## src/sv/clld_pkg.sv

```systemverilog
package clld_pkg;

   // Parser mode for the current entry.
   typedef enum logic [1:0] {
      MODE_HEADER  = 2'd0,
      MODE_CONTENT = 2'd1,
      MODE_STOPPED = 2'd2
   } mode_type;

   // What the current header line has been recognized as.
   typedef enum logic [2:0] {
      LINE_UNDECIDED = 3'd0,
      LINE_LENGTH    = 3'd1,
      LINE_TIME      = 3'd2,
      LINE_EVENT     = 3'd3,
      LINE_OTHER     = 3'd4
   } line_kind_type;

   // Scan state of the number on a length or time line.
   typedef enum logic [2:0] {
      NUM_START  = 3'd0,
      NUM_MINUS  = 3'd1,
      NUM_POS    = 3'd2,
      NUM_NEG    = 3'd3,
      NUM_DONE   = 3'd4,
      NUM_BROKEN = 3'd5
   } num_status_type;

   // Outcome of the last length line of the entry.
   typedef enum logic [1:0] {
      LEN_UNSET = 2'd0,
      LEN_VALID = 2'd1,
      LEN_BAD   = 2'd2,
      LEN_LARGE = 2'd3
   } len_status_type;

   typedef enum logic [1:0] {
      RESULT_HEADER = 2'd0,
      RESULT_BYTE   = 2'd1,
      RESULT_ERROR  = 2'd2
   } result_kind_type;

   typedef enum logic [1:0] {
      ERR_TRUNCATED  = 2'd0,
      ERR_BAD_LENGTH = 2'd1,
      ERR_TOO_LARGE  = 2'd2
   } error_code_type;

   // One result item as it sits in the output queue.
   typedef struct packed {
      result_kind_type kind;
      logic [63:0]     time_us;
      logic [1:0]      event_kind;
      logic [31:0]     content_length;
      logic [7:0]      content_byte;
      logic            last;
      error_code_type  error_code;
   } rsp_item_type;

   localparam int REQ_DATA_BITS = 8;
   localparam int RSP_DATA_BITS = 112;
   localparam int RSP_USER_BITS = 2;

   localparam int RSP_QUEUE_DEPTH    = 4;
   localparam int RSP_QUEUE_PTR_BITS = 2;

   localparam logic [7:0] CHAR_CR    = 8'h0D;
   localparam logic [7:0] CHAR_LF    = 8'h0A;
   localparam logic [7:0] CHAR_MINUS = 8'h2D;
   localparam logic [7:0] CHAR_ZERO  = 8'h30;
   localparam logic [7:0] CHAR_NINE  = 8'h39;

   // Header prefixes, first character in the top byte, padded at the bottom.
   // The time and event prefixes are the vendor "X-...-Time: " and
   // "X-...-Event: " lines, spelled out in hex.
   localparam logic [127:0] HDR_LENGTH_TEXT = "Content-Length: ";
   localparam logic [127:0] HDR_TIME_TEXT   = 128'h582D_4368_6172_6765_2D54_696D_653A_2000;
   localparam logic [127:0] HDR_EVENT_TEXT  = 128'h582D_4368_6172_6765_2D45_7665_6E74_3A20;

   localparam logic [2:0][127:0] HDR_TEXT = {HDR_EVENT_TEXT, HDR_TIME_TEXT, HDR_LENGTH_TEXT};
   localparam logic [2:0][4:0]   HDR_LEN  = {5'd16, 5'd15, 5'd16};

   // Event names, first character in the top byte.
   localparam logic [2:0][63:0] EV_TEXT = {{"handled", 8'h00}, "outgoing", "incoming"};
   localparam logic [2:0][3:0]  EV_LEN  = {4'd7, 4'd8, 4'd8};

   // Limits of the magnitude of a signed 64-bit time.
   localparam logic [67:0] TIME_POS_LIM = 68'h0_7FFF_FFFF_FFFF_FFFF;
   localparam logic [67:0] TIME_NEG_LIM = 68'h0_8000_0000_0000_0000;

endpackage

```

## src/sv/content_length_log_deframer_unit.sv

```systemverilog
// Channel  | Direction | tdata (low bit up)                       | tuser       | tlast
// req_     | in        | data_byte[7:0]                           | -           | end_of_data
// rsp_     | out       | time_us, event_kind, content_length,     | result_kind | last_of_entry
//          |           | content_byte, error_code, zero pad       |             |
//
// One byte is taken per cycle while req_tready is high; each byte is parsed in the
// cycle it is accepted, and its results land in a four-entry output queue feeding rsp_.
// A byte gives at most one result, plus one truncation error at end of data.
// reset is synchronous and clears the parser and the queue; no clearing pass is needed.
// req_tready drops when the queue has fewer than two free entries, so a stall on rsp_
// holds back req_ after three queued items.
module content_length_log_deframer_unit #(
   parameter int LENGTH_BITS = 32
) (
   input  logic                                  clock,
   input  logic                                  reset,
   input  logic                                  req_tvalid,
   output logic                                  req_tready,
   // data_byte[7:0]
   input  logic [clld_pkg::REQ_DATA_BITS-1:0]    req_tdata,
   input  logic                                  req_tlast,
   output logic                                  rsp_tvalid,
   input  logic                                  rsp_tready,
   // time_us[63:0], event_kind[65:64], content_length[97:66], content_byte[105:98],
   // error_code[107:106], zero[111:108]
   output logic [clld_pkg::RSP_DATA_BITS-1:0]    rsp_tdata,
   // result_kind[1:0]
   output logic [clld_pkg::RSP_USER_BITS-1:0]    rsp_tuser,
   output logic                                  rsp_tlast
);
   import clld_pkg::*;

   localparam logic [LENGTH_BITS:0] LEN_OVER = {1'b1, {LENGTH_BITS{1'b0}}};

   // Parser state.
   mode_type                mode_ff, mode_in;
   logic                    entry_started_ff, entry_started_in;
   logic                    pending_cr_ff, pending_cr_in;
   logic [4:0]              line_pos_ff, line_pos_in;
   line_kind_type           line_kind_ff, line_kind_in;
   logic [2:0]              prefix_alive_ff, prefix_alive_in;
   logic [LENGTH_BITS:0]    length_accum_ff, length_accum_in;
   len_status_type          length_status_ff, length_status_in;
   logic [63:0]             time_value_ff, time_value_in;
   logic [63:0]             time_accum_ff, time_accum_in;
   num_status_type          num_status_ff, num_status_in;
   logic [1:0]              event_value_ff, event_value_in;
   logic [2:0]              event_cand_ff, event_cand_in;
   logic [LENGTH_BITS-1:0]  bytes_left_ff, bytes_left_in;

   // Output queue.
   rsp_item_type                  queue_ff [RSP_QUEUE_DEPTH];
   logic [RSP_QUEUE_PTR_BITS-1:0] wr_ptr_ff, wr_ptr_in;
   logic [RSP_QUEUE_PTR_BITS-1:0] rd_ptr_ff, rd_ptr_in;
   logic [RSP_QUEUE_PTR_BITS:0]   count_ff, count_in;

   logic                    req_fire;
   logic                    rsp_pop;
   logic [7:0]              ch;
   logic [2:0]              hdr_match;
   logic [2:0]              ev_match;
   logic [2:0]              alive;
   logic                    is_digit;
   logic [3:0]              digit;
   num_status_type          num_digit_st;
   logic [67:0]             time_prod;
   logic [67:0]             time_lim;
   logic [LENGTH_BITS+4:0]  len_prod;
   logic [63:0]             time_commit;
   logic [63:0]             len_wide;
   logic                    do_char;
   logic                    do_end;
   logic [1:0]              push_cnt;
   rsp_item_type            res0, res1, head;

   assign req_fire = req_tvalid && req_tready;
   assign rsp_pop  = rsp_tvalid && rsp_tready;

   // A CR held from the previous byte is handled as a plain line character first;
   // whatever follows it on that line can no longer change the outcome.
   assign ch = pending_cr_ff ? CHAR_CR : req_tdata[7:0];

   // Character matches against the header prefixes and event names.
   always_comb begin
      for (int k = 0; k < 3; k++) begin
         hdr_match[k] = (line_pos_ff < HDR_LEN[k]) &&
                        (HDR_TEXT[k][{~line_pos_ff[3:0], 3'b000} +: 8] == ch);
         ev_match[k]  = (line_pos_ff < {1'b0, EV_LEN[k]}) &&
                        (EV_TEXT[k][{~line_pos_ff[2:0], 3'b000} +: 8] == ch);
      end
   end
   assign alive = prefix_alive_ff & hdr_match;

   // Digit step of the number scan: times ten plus digit, as shift and add.
   assign is_digit = (ch >= CHAR_ZERO) && (ch <= CHAR_NINE);
   assign digit    = 4'(ch - CHAR_ZERO);

   always_comb begin
      unique case (num_status_ff)
         NUM_START: num_digit_st = NUM_POS;
         NUM_MINUS: num_digit_st = NUM_NEG;
         default:   num_digit_st = num_status_ff;
      endcase
   end

   assign time_prod = ({4'b0, time_accum_ff} << 3) + ({4'b0, time_accum_ff} << 1) +
                      {64'b0, digit};
   assign time_lim  = (num_digit_st == NUM_NEG) ? TIME_NEG_LIM : TIME_POS_LIM;
   assign len_prod  = ({4'b0, length_accum_ff} << 3) + ({4'b0, length_accum_ff} << 1) +
                      (LENGTH_BITS+5)'(digit);

   // Time that a finished time line leaves behind.
   always_comb begin
      unique case (num_status_ff)
         NUM_POS: time_commit = time_accum_ff;
         NUM_NEG: time_commit = 64'd0 - time_accum_ff;
         default: time_commit = time_value_ff;
      endcase
   end

   assign len_wide = 64'(length_accum_ff);

   // Next parser state and the result items of the accepted byte.
   always_comb begin
      mode_in          = mode_ff;
      entry_started_in = entry_started_ff;
      pending_cr_in    = pending_cr_ff;
      line_pos_in      = line_pos_ff;
      line_kind_in     = line_kind_ff;
      prefix_alive_in  = prefix_alive_ff;
      length_accum_in  = length_accum_ff;
      length_status_in = length_status_ff;
      time_value_in    = time_value_ff;
      time_accum_in    = time_accum_ff;
      num_status_in    = num_status_ff;
      event_value_in   = event_value_ff;
      event_cand_in    = event_cand_ff;
      bytes_left_in    = bytes_left_ff;
      res0             = '0;
      res1             = '0;
      push_cnt         = 2'd0;
      do_char          = 1'b0;
      do_end           = 1'b0;

      // Line splitting in header mode, or one content byte in content mode.
      if (req_fire && mode_ff != MODE_STOPPED) begin
         if (mode_ff == MODE_HEADER) begin
            entry_started_in = 1'b1;
            if (pending_cr_ff) begin
               pending_cr_in = 1'b0;
               if (req_tdata[7:0] == CHAR_LF) begin
                  do_end = 1'b1;
               end else begin
                  do_char = 1'b1;
                  if (req_tdata[7:0] == CHAR_CR) begin
                     pending_cr_in = 1'b1;
                  end
               end
            end else if (req_tdata[7:0] == CHAR_CR) begin
               pending_cr_in = 1'b1;
            end else begin
               do_char = 1'b1;
            end
         end else begin
            res0.kind           = RESULT_BYTE;
            res0.time_us        = time_value_ff;
            res0.event_kind     = event_value_ff;
            res0.content_length = len_wide[31:0];
            res0.content_byte   = req_tdata[7:0];
            res0.last           = (bytes_left_ff == LENGTH_BITS'(1));
            push_cnt            = 2'd1;
            bytes_left_in       = bytes_left_ff - LENGTH_BITS'(1);
            if (bytes_left_ff == LENGTH_BITS'(1)) begin
               mode_in          = MODE_HEADER;
               entry_started_in = 1'b0;
               pending_cr_in    = 1'b0;
               line_pos_in      = 5'd0;
               line_kind_in     = LINE_UNDECIDED;
               prefix_alive_in  = 3'b111;
               num_status_in    = NUM_START;
               event_cand_in    = 3'b111;
               length_accum_in  = '0;
               length_status_in = LEN_UNSET;
               time_value_in    = 64'd0;
               time_accum_in    = 64'd0;
               event_value_in   = 2'd0;
               bytes_left_in    = '0;
            end
         end
      end

      // One character of a header line.
      if (do_char) begin
         unique case (line_kind_ff)
            LINE_UNDECIDED: begin
               prefix_alive_in = alive;
               priority if (alive == 3'b000) begin
                  line_kind_in = LINE_OTHER;
               end else if (alive[0] && (line_pos_ff + 5'd1 == HDR_LEN[0])) begin
                  line_kind_in    = LINE_LENGTH;
                  line_pos_in     = 5'd0;
                  num_status_in   = NUM_START;
                  event_cand_in   = 3'b111;
                  length_accum_in = '0;
               end else if (alive[1] && (line_pos_ff + 5'd1 == HDR_LEN[1])) begin
                  line_kind_in  = LINE_TIME;
                  line_pos_in   = 5'd0;
                  num_status_in = NUM_START;
                  event_cand_in = 3'b111;
                  time_accum_in = 64'd0;
               end else if (alive[2] && (line_pos_ff + 5'd1 == HDR_LEN[2])) begin
                  line_kind_in  = LINE_EVENT;
                  line_pos_in   = 5'd0;
                  num_status_in = NUM_START;
                  event_cand_in = 3'b111;
               end else begin
                  line_pos_in = line_pos_ff + 5'd1;
               end
            end
            LINE_LENGTH, LINE_TIME: begin
               if (num_status_ff != NUM_DONE && num_status_ff != NUM_BROKEN) begin
                  priority if (ch == CHAR_MINUS && num_status_ff == NUM_START) begin
                     num_status_in = NUM_MINUS;
                  end else if (is_digit) begin
                     if (line_kind_ff == LINE_TIME) begin
                        if (time_prod > time_lim) begin
                           num_status_in = NUM_BROKEN;
                        end else begin
                           time_accum_in = time_prod[63:0];
                           num_status_in = num_digit_st;
                        end
                     end else if (num_digit_st == NUM_NEG) begin
                        num_status_in = (digit != 4'd0) ? NUM_BROKEN : NUM_NEG;
                     end else begin
                        length_accum_in = (|len_prod[LENGTH_BITS+4:LENGTH_BITS]) ?
                                          LEN_OVER : len_prod[LENGTH_BITS:0];
                        num_status_in   = NUM_POS;
                     end
                  end else if (line_kind_ff == LINE_TIME) begin
                     // The digit run ends at the first other character.
                     time_value_in = time_commit;
                     num_status_in = NUM_DONE;
                  end else begin
                     num_status_in = NUM_BROKEN;
                  end
               end
            end
            LINE_EVENT: begin
               event_cand_in = event_cand_ff & ev_match;
               if (line_pos_ff != 5'd31) begin
                  line_pos_in = line_pos_ff + 5'd1;
               end
            end
            default: begin
            end
         endcase
      end

      // End of a header line; an empty line closes the header block.
      if (do_end) begin
         if (line_kind_ff == LINE_UNDECIDED && line_pos_ff == 5'd0) begin
            priority if (length_status_ff == LEN_UNSET || length_status_ff == LEN_BAD) begin
               res0.kind       = RESULT_ERROR;
               res0.error_code = ERR_BAD_LENGTH;
               push_cnt        = 2'd1;
               mode_in         = MODE_STOPPED;
            end else if (length_status_ff == LEN_LARGE) begin
               res0.kind       = RESULT_ERROR;
               res0.error_code = ERR_TOO_LARGE;
               push_cnt        = 2'd1;
               mode_in         = MODE_STOPPED;
            end else begin
               res0.kind           = RESULT_HEADER;
               res0.time_us        = time_value_ff;
               res0.event_kind     = event_value_ff;
               res0.content_length = len_wide[31:0];
               res0.last           = (length_accum_ff == '0);
               push_cnt            = 2'd1;
               if (length_accum_ff == '0) begin
                  mode_in          = MODE_HEADER;
                  entry_started_in = 1'b0;
                  pending_cr_in    = 1'b0;
                  line_pos_in      = 5'd0;
                  line_kind_in     = LINE_UNDECIDED;
                  prefix_alive_in  = 3'b111;
                  num_status_in    = NUM_START;
                  event_cand_in    = 3'b111;
                  length_accum_in  = '0;
                  length_status_in = LEN_UNSET;
                  time_value_in    = 64'd0;
                  time_accum_in    = 64'd0;
                  event_value_in   = 2'd0;
                  bytes_left_in    = '0;
               end else begin
                  mode_in       = MODE_CONTENT;
                  bytes_left_in = length_accum_ff[LENGTH_BITS-1:0];
               end
            end
         end else begin
            if (line_kind_ff == LINE_LENGTH) begin
               unique case (num_status_ff)
                  NUM_POS: length_status_in = length_accum_ff[LENGTH_BITS] ? LEN_LARGE :
                                                                             LEN_VALID;
                  NUM_NEG: length_status_in = LEN_VALID;
                  default: length_status_in = LEN_BAD;
               endcase
            end else if (line_kind_ff == LINE_TIME) begin
               time_value_in = time_commit;
            end else if (line_kind_ff == LINE_EVENT) begin
               for (int k = 0; k < 3; k++) begin
                  if (event_cand_ff[k] && line_pos_ff == {1'b0, EV_LEN[k]}) begin
                     event_value_in = 2'(k);
                  end
               end
            end
            line_pos_in     = 5'd0;
            line_kind_in    = LINE_UNDECIDED;
            prefix_alive_in = 3'b111;
            num_status_in   = NUM_START;
            event_cand_in   = 3'b111;
         end
      end

      // End of data inside an entry stops the block with a truncation error.
      if (req_fire && mode_ff != MODE_STOPPED && req_tlast && mode_in != MODE_STOPPED &&
          (mode_in == MODE_CONTENT || entry_started_in)) begin
         if (push_cnt == 2'd0) begin
            res0.kind       = RESULT_ERROR;
            res0.error_code = ERR_TRUNCATED;
         end else begin
            res1.kind       = RESULT_ERROR;
            res1.error_code = ERR_TRUNCATED;
         end
         push_cnt = push_cnt + 2'd1;
         mode_in  = MODE_STOPPED;
      end
   end

   // Parser registers.
   always_ff @(posedge clock) begin
      if (reset) begin
         mode_ff          <= MODE_HEADER;
         entry_started_ff <= 1'b0;
         pending_cr_ff    <= 1'b0;
         line_pos_ff      <= 5'd0;
         line_kind_ff     <= LINE_UNDECIDED;
         prefix_alive_ff  <= 3'b111;
         length_accum_ff  <= '0;
         length_status_ff <= LEN_UNSET;
         time_value_ff    <= 64'd0;
         time_accum_ff    <= 64'd0;
         num_status_ff    <= NUM_START;
         event_value_ff   <= 2'd0;
         event_cand_ff    <= 3'b111;
         bytes_left_ff    <= '0;
      end else begin
         mode_ff          <= mode_in;
         entry_started_ff <= entry_started_in;
         pending_cr_ff    <= pending_cr_in;
         line_pos_ff      <= line_pos_in;
         line_kind_ff     <= line_kind_in;
         prefix_alive_ff  <= prefix_alive_in;
         length_accum_ff  <= length_accum_in;
         length_status_ff <= length_status_in;
         time_value_ff    <= time_value_in;
         time_accum_ff    <= time_accum_in;
         num_status_ff    <= num_status_in;
         event_value_ff   <= event_value_in;
         event_cand_ff    <= event_cand_in;
         bytes_left_ff    <= bytes_left_in;
      end
   end

   // Output queue pointers and fill count.
   assign wr_ptr_in = wr_ptr_ff + RSP_QUEUE_PTR_BITS'(push_cnt);
   assign rd_ptr_in = rd_ptr_ff + RSP_QUEUE_PTR_BITS'(rsp_pop);
   assign count_in  = count_ff + (RSP_QUEUE_PTR_BITS+1)'(push_cnt) -
                      (RSP_QUEUE_PTR_BITS+1)'(rsp_pop);

   always_ff @(posedge clock) begin
      if (reset) begin
         wr_ptr_ff <= '0;
         rd_ptr_ff <= '0;
         count_ff  <= '0;
      end else begin
         wr_ptr_ff <= wr_ptr_in;
         rd_ptr_ff <= rd_ptr_in;
         count_ff  <= count_in;
      end
   end

   // Queue storage; up to two items are written per cycle.
   always_ff @(posedge clock) begin
      if (push_cnt != 2'd0) begin
         queue_ff[wr_ptr_ff] <= res0;
      end
      if (push_cnt == 2'd2) begin
         queue_ff[wr_ptr_ff + RSP_QUEUE_PTR_BITS'(1)] <= res1;
      end
   end

   // Input is taken while two queue entries are free.
   assign req_tready = (count_ff <= (RSP_QUEUE_PTR_BITS+1)'(RSP_QUEUE_DEPTH - 2));

   assign head       = queue_ff[rd_ptr_ff];
   assign rsp_tvalid = (count_ff != '0);
   assign rsp_tdata  = {4'b0, head.error_code, head.content_byte, head.content_length,
                        head.event_kind, head.time_us};
   assign rsp_tuser  = head.kind;
   assign rsp_tlast  = head.last;

   // Once stopped, only reset brings the parser back.
   a_stopped_sticks: assert property (@(posedge clock) disable iff (reset)
      mode_ff == MODE_STOPPED |=> mode_ff == MODE_STOPPED)
      else $error("parser left the stopped mode without reset");

   // Content mode always has bytes still to come.
   a_content_count: assert property (@(posedge clock) disable iff (reset)
      mode_ff == MODE_CONTENT |-> bytes_left_ff != '0)
      else $error("content mode with no bytes left");

   // A held CR belongs to header parsing only.
   a_cr_in_header: assert property (@(posedge clock) disable iff (reset)
      pending_cr_ff |-> mode_ff != MODE_CONTENT)
      else $error("pending CR while in content mode");

   // An undecided line never runs past the longest header prefix.
   a_prefix_pos: assert property (@(posedge clock) disable iff (reset)
      line_kind_ff == LINE_UNDECIDED |-> line_pos_ff <= 5'd15)
      else $error("undecided line position beyond prefix length");

   // The queue never holds more than its depth.
   a_queue_bound: assert property (@(posedge clock) disable iff (reset)
      count_ff <= (RSP_QUEUE_PTR_BITS+1)'(RSP_QUEUE_DEPTH))
      else $error("output queue overflow");

endmodule
```

## config.mk

```make
export PLATFORM = sky130hd
export DESIGN_NAME = content_length_log_deframer_unit
export DESIGN_NICKNAME = d
export VERILOG_FILES = /design/src/sv/clld_pkg.sv /design/src/sv/content_length_log_deframer_unit.sv
export SDC_FILE = /design/constraint.sdc
export NUM_CORES = 2
export LEC_CHECK = 0
export BUFFER_PORTS_ARGS = -buffer_cell sky130_fd_sc_hd__buf_2
export CAP_MARGIN = 20
export CORE_MARGIN = 2
export CORE_UTILIZATION = 60
export CTS_CLUSTER_SIZE = 30
export DETAILED_ROUTE_END_ITERATION = 10
export HOLD_SLACK_MARGIN = 0.08
export PLACE_DENSITY = 0.81
export REMOVE_ABC_BUFFERS = 1
export SLEW_MARGIN = 15
export SYNTH_ARGS = -nofsm -noshare
export SYNTH_HDL_FRONTEND = slang
export SYNTH_SLANG_ARGS = --single-unit
```

## constraint.sdc

```tcl
create_clock -name clock -period 11.7 [get_ports clock]
set_clock_uncertainty 0.05 [all_clocks]
set_input_delay 0.585 -clock clock [delete_from_list [all_inputs] [get_ports clock]]
set_output_delay 0.585 -clock clock [all_outputs]
set_load 0.02 [all_outputs]
```

# Word level (Yosys, flattened, before mapping)
# Memory sizes are Yosys's and may differ from the RTL's. A register that Yosys moved wholly into a read port is not among the register bits.
# Cells that the tools add are included.
# word_totals
inputBits	13
mem_bits_rw	444
wordCells	349
output_inout_bits	117
mem_count	1
latchBits	0
mem_bits_ro	0
ff_bits	225
# op_classes
addsub	14
mul	0
mux	230
n_div	0
eq_ne	30
bitwise	4
reduce_logical	38
n_shift	6
magnitude_cmp	8
# mem_list
name	depth	word_bits	read_ports	rd_clocked_by_memory_dff	write_ports	line_no	text
queue_ff	4	111	1	1	2	content_length_log_deframer_unit.sv:52	rsp_item_type queue_ff [RSP_QUEUE_DEPTH];
# op_table
cell	n
$mux 64	34
$mux 33	17
$shiftx 128x8->8 const A	3
$mux 32	8
$pmux 64 s2	2
$mux 108	2
$mux 100	2
$mux 98	2
$shiftx 64x7->8 const A	3
$mux 3	59
$mux 2	45
$mux 5	14
$add 67x65->68	1
$add 68x4->68	1
$gt 68x64->1	1
$pmux 33 s2	1
$sub 1x64->64 const A	1
$eq 8x8->1	6
$mux 1	38
$add 36x34->37	1
$add 37x4->37	1
$logic_not 33->1	1
$eq 32x1->1 const B	1
$sub 32x1->32 const B	1
other kinds (42)	85

# Depth between registers and ports, before layout
# depth
word_depth	17
depth_mapped	28
depth_no_buf	25

# Worst setup path after synthesis
# OpenSTA, ideal clock, no wires.
# synth_path
path_type	input port to flip-flop
startpoint	input port req_tdata[3] (netlist name)
endpoint	register time_accum_ff[51]
setup_ps	122
path_buffers	2
t_arrival_ps	6954
t_required_ps	11528
cell_stages	26
setup_slack_ps	4574
path_cell_list	nor2_1 inv_1 fa_1 fa_1 a21o_1 a221oi_2 a2111o_1 a2111oi_2 nor3_2 a2111oi_0 o21ai_0 nand2_1 xor2_1 ha_1 nand2_1 nor4_1 nand4_1 o41a_1 a221oi_1 o31ai_1 a31oi_1 o2111ai_1 a21o_1 buf_2 buf_6 a221o_1
# synth_between
elab_chain_len	16
word_cells_on_any_way	45
cone_classes	add/sub (2); order compare (3); eq/ne (6); mux (25); bitwise (1); reduce/logical (8)
# synth_rtl
item	line_no	text
start: declaration	content_length_log_deframer_unit.sv:20	input logic [clld_pkg::REQ_DATA_BITS-1:0] req_tdata,
$mux 8	content_length_log_deframer_unit.sv:81	assign ch = pending_cr_ff ? CHAR_CR : req_tdata[7:0];
$sub 4x1->4	content_length_log_deframer_unit.sv:96	assign digit = 4'(ch - CHAR_ZERO);
$add 68x4->68	content_length_log_deframer_unit.sv:106	assign time_prod = ({4'b0, time_accum_ff} << 3) + ({4'b0, time_accum_ff} << 1) +
$gt 68x64->1	content_length_log_deframer_unit.sv:226	if (time_prod > time_lim) begin
$mux 64	content_length_log_deframer_unit.sv:226	
$mux 64	content_length_log_deframer_unit.sv:225	if (line_kind_ff == LINE_TIME) begin
$mux 64	content_length_log_deframer_unit.sv:224	end else if (is_digit) begin
$mux 64	content_length_log_deframer_unit.sv:222	priority if (ch == CHAR_MINUS && num_status_ff == NUM_START) begin
$mux 64	content_length_log_deframer_unit.sv:221	if (num_status_ff != NUM_DONE && num_status_ff != NUM_BROKEN) begin
$pmux 64 s2	content_length_log_deframer_unit.sv:194	unique case (line_kind_ff)
$mux 64	content_length_log_deframer_unit.sv:193	if (do_char) begin
$mux 64	content_length_log_deframer_unit.sv:279	if (length_accum_ff == '0) begin
$mux 64	content_length_log_deframer_unit.sv:267	end else if (length_status_ff == LEN_LARGE) begin
$mux 64	content_length_log_deframer_unit.sv:262	priority if (length_status_ff == LEN_UNSET || length_status_ff == LEN_BAD) begin
$mux 64	content_length_log_deframer_unit.sv:261	if (line_kind_ff == LINE_UNDECIDED && line_pos_ff == 5'd0) begin
$mux 64 (*)	content_length_log_deframer_unit.sv:260	if (do_end) begin
end signal: assignment	content_length_log_deframer_unit.sv:366	time_accum_ff <= time_accum_in;
end: declaration	content_length_log_deframer_unit.sv:45	logic [63:0] time_accum_ff, time_accum_in;
# Mark *: on every way between the ends. The rest lies on a longest branch, timed or not.
# A chain may end at the register's enable or synchronous reset.

# Worst setup path in the final report
# layout_path
startpoint	register pending_cr_ff
endpoint	register time_accum_ff[48]
# layout_between
elab_chain_len	16
word_cells_on_any_way	40
cone_classes	add/sub (2); order compare (3); eq/ne (4); mux (22); bitwise (1); reduce/logical (8)
# layout_rtl
item	line_no	text
start: declaration	content_length_log_deframer_unit.sv:38	logic pending_cr_ff, pending_cr_in;
start signal: assignment	content_length_log_deframer_unit.sv:359	pending_cr_ff <= pending_cr_in;
$mux 8	content_length_log_deframer_unit.sv:81	
$sub 4x1->4	content_length_log_deframer_unit.sv:96	
$add 68x4->68	content_length_log_deframer_unit.sv:106	
$gt 68x64->1	content_length_log_deframer_unit.sv:226	
$mux 64	content_length_log_deframer_unit.sv:226	
$mux 64	content_length_log_deframer_unit.sv:225	
$mux 64	content_length_log_deframer_unit.sv:224	
$mux 64	content_length_log_deframer_unit.sv:222	
$mux 64	content_length_log_deframer_unit.sv:221	
$pmux 64 s2	content_length_log_deframer_unit.sv:194	
$mux 64	content_length_log_deframer_unit.sv:193	
$mux 64	content_length_log_deframer_unit.sv:279	
$mux 64	content_length_log_deframer_unit.sv:267	
$mux 64	content_length_log_deframer_unit.sv:262	
$mux 64	content_length_log_deframer_unit.sv:261	
$mux 64 (*)	content_length_log_deframer_unit.sv:260	
# Marked as above.

==> metrics.csv <==
stage;metric;value;unit
pwr;leakagePower;16.8;nW
yosys;syn_area;36900;um^2
sta;period_share;75.3;%
routing;initialDrtViolationCount;3437;
setup_path;critPathKind;flip-flop to flip-flop;
layout;n_antenna_cell;0;
place;routabilityCongestion;1.01;
pwr;intPower;3.78;mW
yosys;netlist_top_cells_area;dfxtp_1, a22o_1, ha_1, mux4_2, a21oi_1;
sta;hold_violations;0;
die;die_w;252;um
yosys;yosys.area.top_type;dfxtp_1;
die;die_h;252;um
sta;timing.final.ws_setup;2890;ps
hold_path;hp-class;input port to flip-flop;
sta;worst_slew_pin_slew;1170;ps
layout;fillers;4686;
clock_tree;cts_tree;done;
yosys;async_flop_share;0;%
sta;setup_viol;0;
setup_path;worstPathArrival;9330;ps
clock_tree;max-clock-path-buffers;3;
setup_path;start_kind;flip-flop;
die;num_rows;90;
global_route;gr-usage-met3;5.08;%
clock_tree;cts_buffers;70;
die;initial_core_util;60.9;%
yosys;avgSynthCellArea;9.45;um^2
sta;min_period;8810;ps
routing;vias;32200;
clock_tree;ctsHoldBuffers;0;
routing;final_antenna_net_count;0;
pwr;pwr_density_cell;126;nW/um^2
yosys;ys_types;92;
die;core;60600;um^2
layout;layout_commonest_cell;dfxtp_1;
place;dpl_worst_slack;2890;ps
layout;final_cell_mix;dfxtp_1, a22o_1, ha_1;
layout;seq_area;13400;um^2
die;die_area;63500;um^2
global_route;gr-total-overflow;0;
sta;final.setup.tns;0;ps
routing;routedWlPerCell;22.7;um
global_route;grt_usage;32.8;%
routing;viasPerCell;6.84;
yosys;synth_edf_count;4;
pwr;switching_share;25.2;%
setup_path;critPathRequiredTime;12220;ps
routing;drt_wl_total;107000;um
yosys;synth_ff_type;dfxtp_1;
yosys;yosysTopAreaCellShare;36.1;%
pwr;power_frac_seq;46.7;%
layout;syn_to_final_growth;8.96;%
routing;firstDrtPassIters;5;
job;drv_cap;0;
pwr;p_switching;1.28;mW
yosys;synthCells;3904;
place;numPortBuffers;125;
clock_tree;cts_max_level;3;
global_route;gr-usage-met1;46.4;%
status;outcome;completed;
yosys;ys_seq_elements;669;
layout;multiInputGateArea;22100;um^2
global_route;grt_pass1_vias;30500;
setup_path;critical_path.endpoint_type;flip-flop;
clock_tree;insertion_delay;630;ps
global_route;grt_pass1_wl;169000;um
pwr;ir_worst_vdd;117;uV
sta;hold_slack;285;ps
yosys;ys_seq_area_share;36.4;%
sta;rsz0062_at_grt;false;
clock_tree;cts-root-buf;clkbuf_16;
die;io_pins;130;
routing;drcViolationCount;0;
clock_tree;numClockSinks;669;
global_route;use_met2;50.0;%
layout;drive_gt1_share;11.3;%
sta;fmax;114;MHz
setup_path;path_max_fanout;25;
global_route;grt.busiest_layer;met2;
global_route;antenna_found_initial;1;
place;hpwl;71500;um
pwr;combPwrFrac;7.2;%
layout;stdcell_count;4702;
yosys;synth-warning-count;0;
sta;max_slew_margin;22.2;%
pwr;total_power;5.05;mW
place;place_inst;4573;
clock_tree;cts_resized;0;
clock_tree;post_cts_buffers;0;
pwr;p_clk_share;46.1;%
clock_tree;path_clk_slew;60;ps
layout;nets;4157;
sta;slew_violations;0;
global_route;grt_max_degree;78;
## Yosys cell counts (8+ instances only)
library cell	number
or4_1	12
nor3b_1	13
and4_1	8
a21oi_1	244
ha_1	274
or3_1	26
xnor2_1	110
nor4_1	29
and3_1	25
nor2b_1	22
o22ai_1	17
and2_1	24
a22oi_1	32
nand3b_1	8
clkbuf_1	211
mux4_2	112
inv_1	82
o211ai_1	44
xor2_1	82
nand2b_1	36
nand3_1	97
buf_1	34
o21a_1	21
nor3_1	67
a41oi_1	8
or2_2	14
buf_2	17
nand2_1	254
o31ai_1	23
a22o_1	464
nor2_1	261
a221oi_1	14
o41ai_1	16
nand4_1	45
dfxtp_1	665
o21ai_0	200
mux2i_1	12
o21bai_1	14
a21o_1	53
a31oi_1	52
a211oi_1	21
## kinds of logic (layout without fill, tap and decap cells)
group                      count (synthesis)  count (layout)  synth area share, %
xor gates and xnor gates                 192             192                 4.56
adders and majority gates                280             280                 9.59
and+or+nand+nor                          968             968                 12.8
muxes                                    129             129                 7.32
DFF                                      669             669                 36.4
buffers and inverters                    356             369                 3.77
other                                      1               4               0.0102
AOI/OAI and AO/OA                       1309            1309                 25.6
## through the flow
stage	instance area, um^2	util (%)
6_report	40200	66.3
5_1_grt	40200	66.3
4_1_cts	40200	66.3
3_5_place_dp	37700	62.3
3_3_place_gp	37700	62.3
2_1_floorplan	35800	-
## power by group through the flow
stage	registers (mW)	logic (mW)	clock network (mW)
5_1_grt	2.36	0.387	2.43
4_1_cts	2.36	0.360	2.34
3_5_place_dp	2.41	0.360	0
2_1_floorplan	2.42	0.236	0
6_report	2.36	0.364	2.33
3_3_place_gp	2.41	0.355	0
## sequential cells by signal, summed over array words and instances, names as in the netlist, 3 cells and up
| register | cells |
|---|---|
| count_ff | 3 |
| prefix_alive_ff | 3 |
| queue_ff | 444 |
| line_kind_ff | 3 |
| event_cand_ff | 3 |
| num_status_ff | 3 |
| bytes_left_ff | 32 |
| line_pos_ff | 5 |
| time_value_ff | 64 |
| time_accum_ff | 64 |
| length_accum_ff | 33 |
## final timing paths
kind	from	endpoint	slack, ps	depth (start not counted)
setup / recovery	pending_cr_ff	time_accum_ff[48]	2890	26
hold / removal	req_tdata[7]	queue_ff[0][10]	290	2
setup reg to reg	pending_cr_ff	time_accum_ff[48]	2890	26
hold reg to reg	queue_ff[3][109]	queue_ff[3][109]	400	1
## critical path: stages, from the launching register on
cell       delay (ps)
dfxtp_1           800
nand2b_1          390
clkinv_1          400
ha_1              330
ha_1              210
fa_1              410
a21o_1            200
a221oi_2          440
a2111o_1          300
a2111oi_2         100
nor3_2            460
a2111oi_0         250
o21ai_0           360
nand2_1           110
xor2_1            180
ha_1              290
nand2_1            80
nor4_1            540
nand4_1           240
o41a_1            450
a221oi_1          260
o31ai_1           170
a31oi_1           330
o2111a_1          310
and2_1            570
buf_4             350
a221o_1           170
## cell type report
type	count	share of cell area, %
Clock buffer	92	5.02
Sequential cell	669	33.4
Clock inverter	35	1.01
Tap cell	782	2.43
Multi-Input combinational cell	2882	55.1
Timing Repair Buffer	158	2.22
Inverter	84	0.785
## per-layer routing
| metal | part of all wire (%) | up-vias |
|---|---|---|
| met5 | 0 | - |
| met4 | 4.0 | 0 |
| met3 | 9.2 | 265 |
| met2 | 44 | 1632 |
| met1 | 43 | 15500 |
| li1 | - | 14800 |
Power figures use the tool's default switching activity.
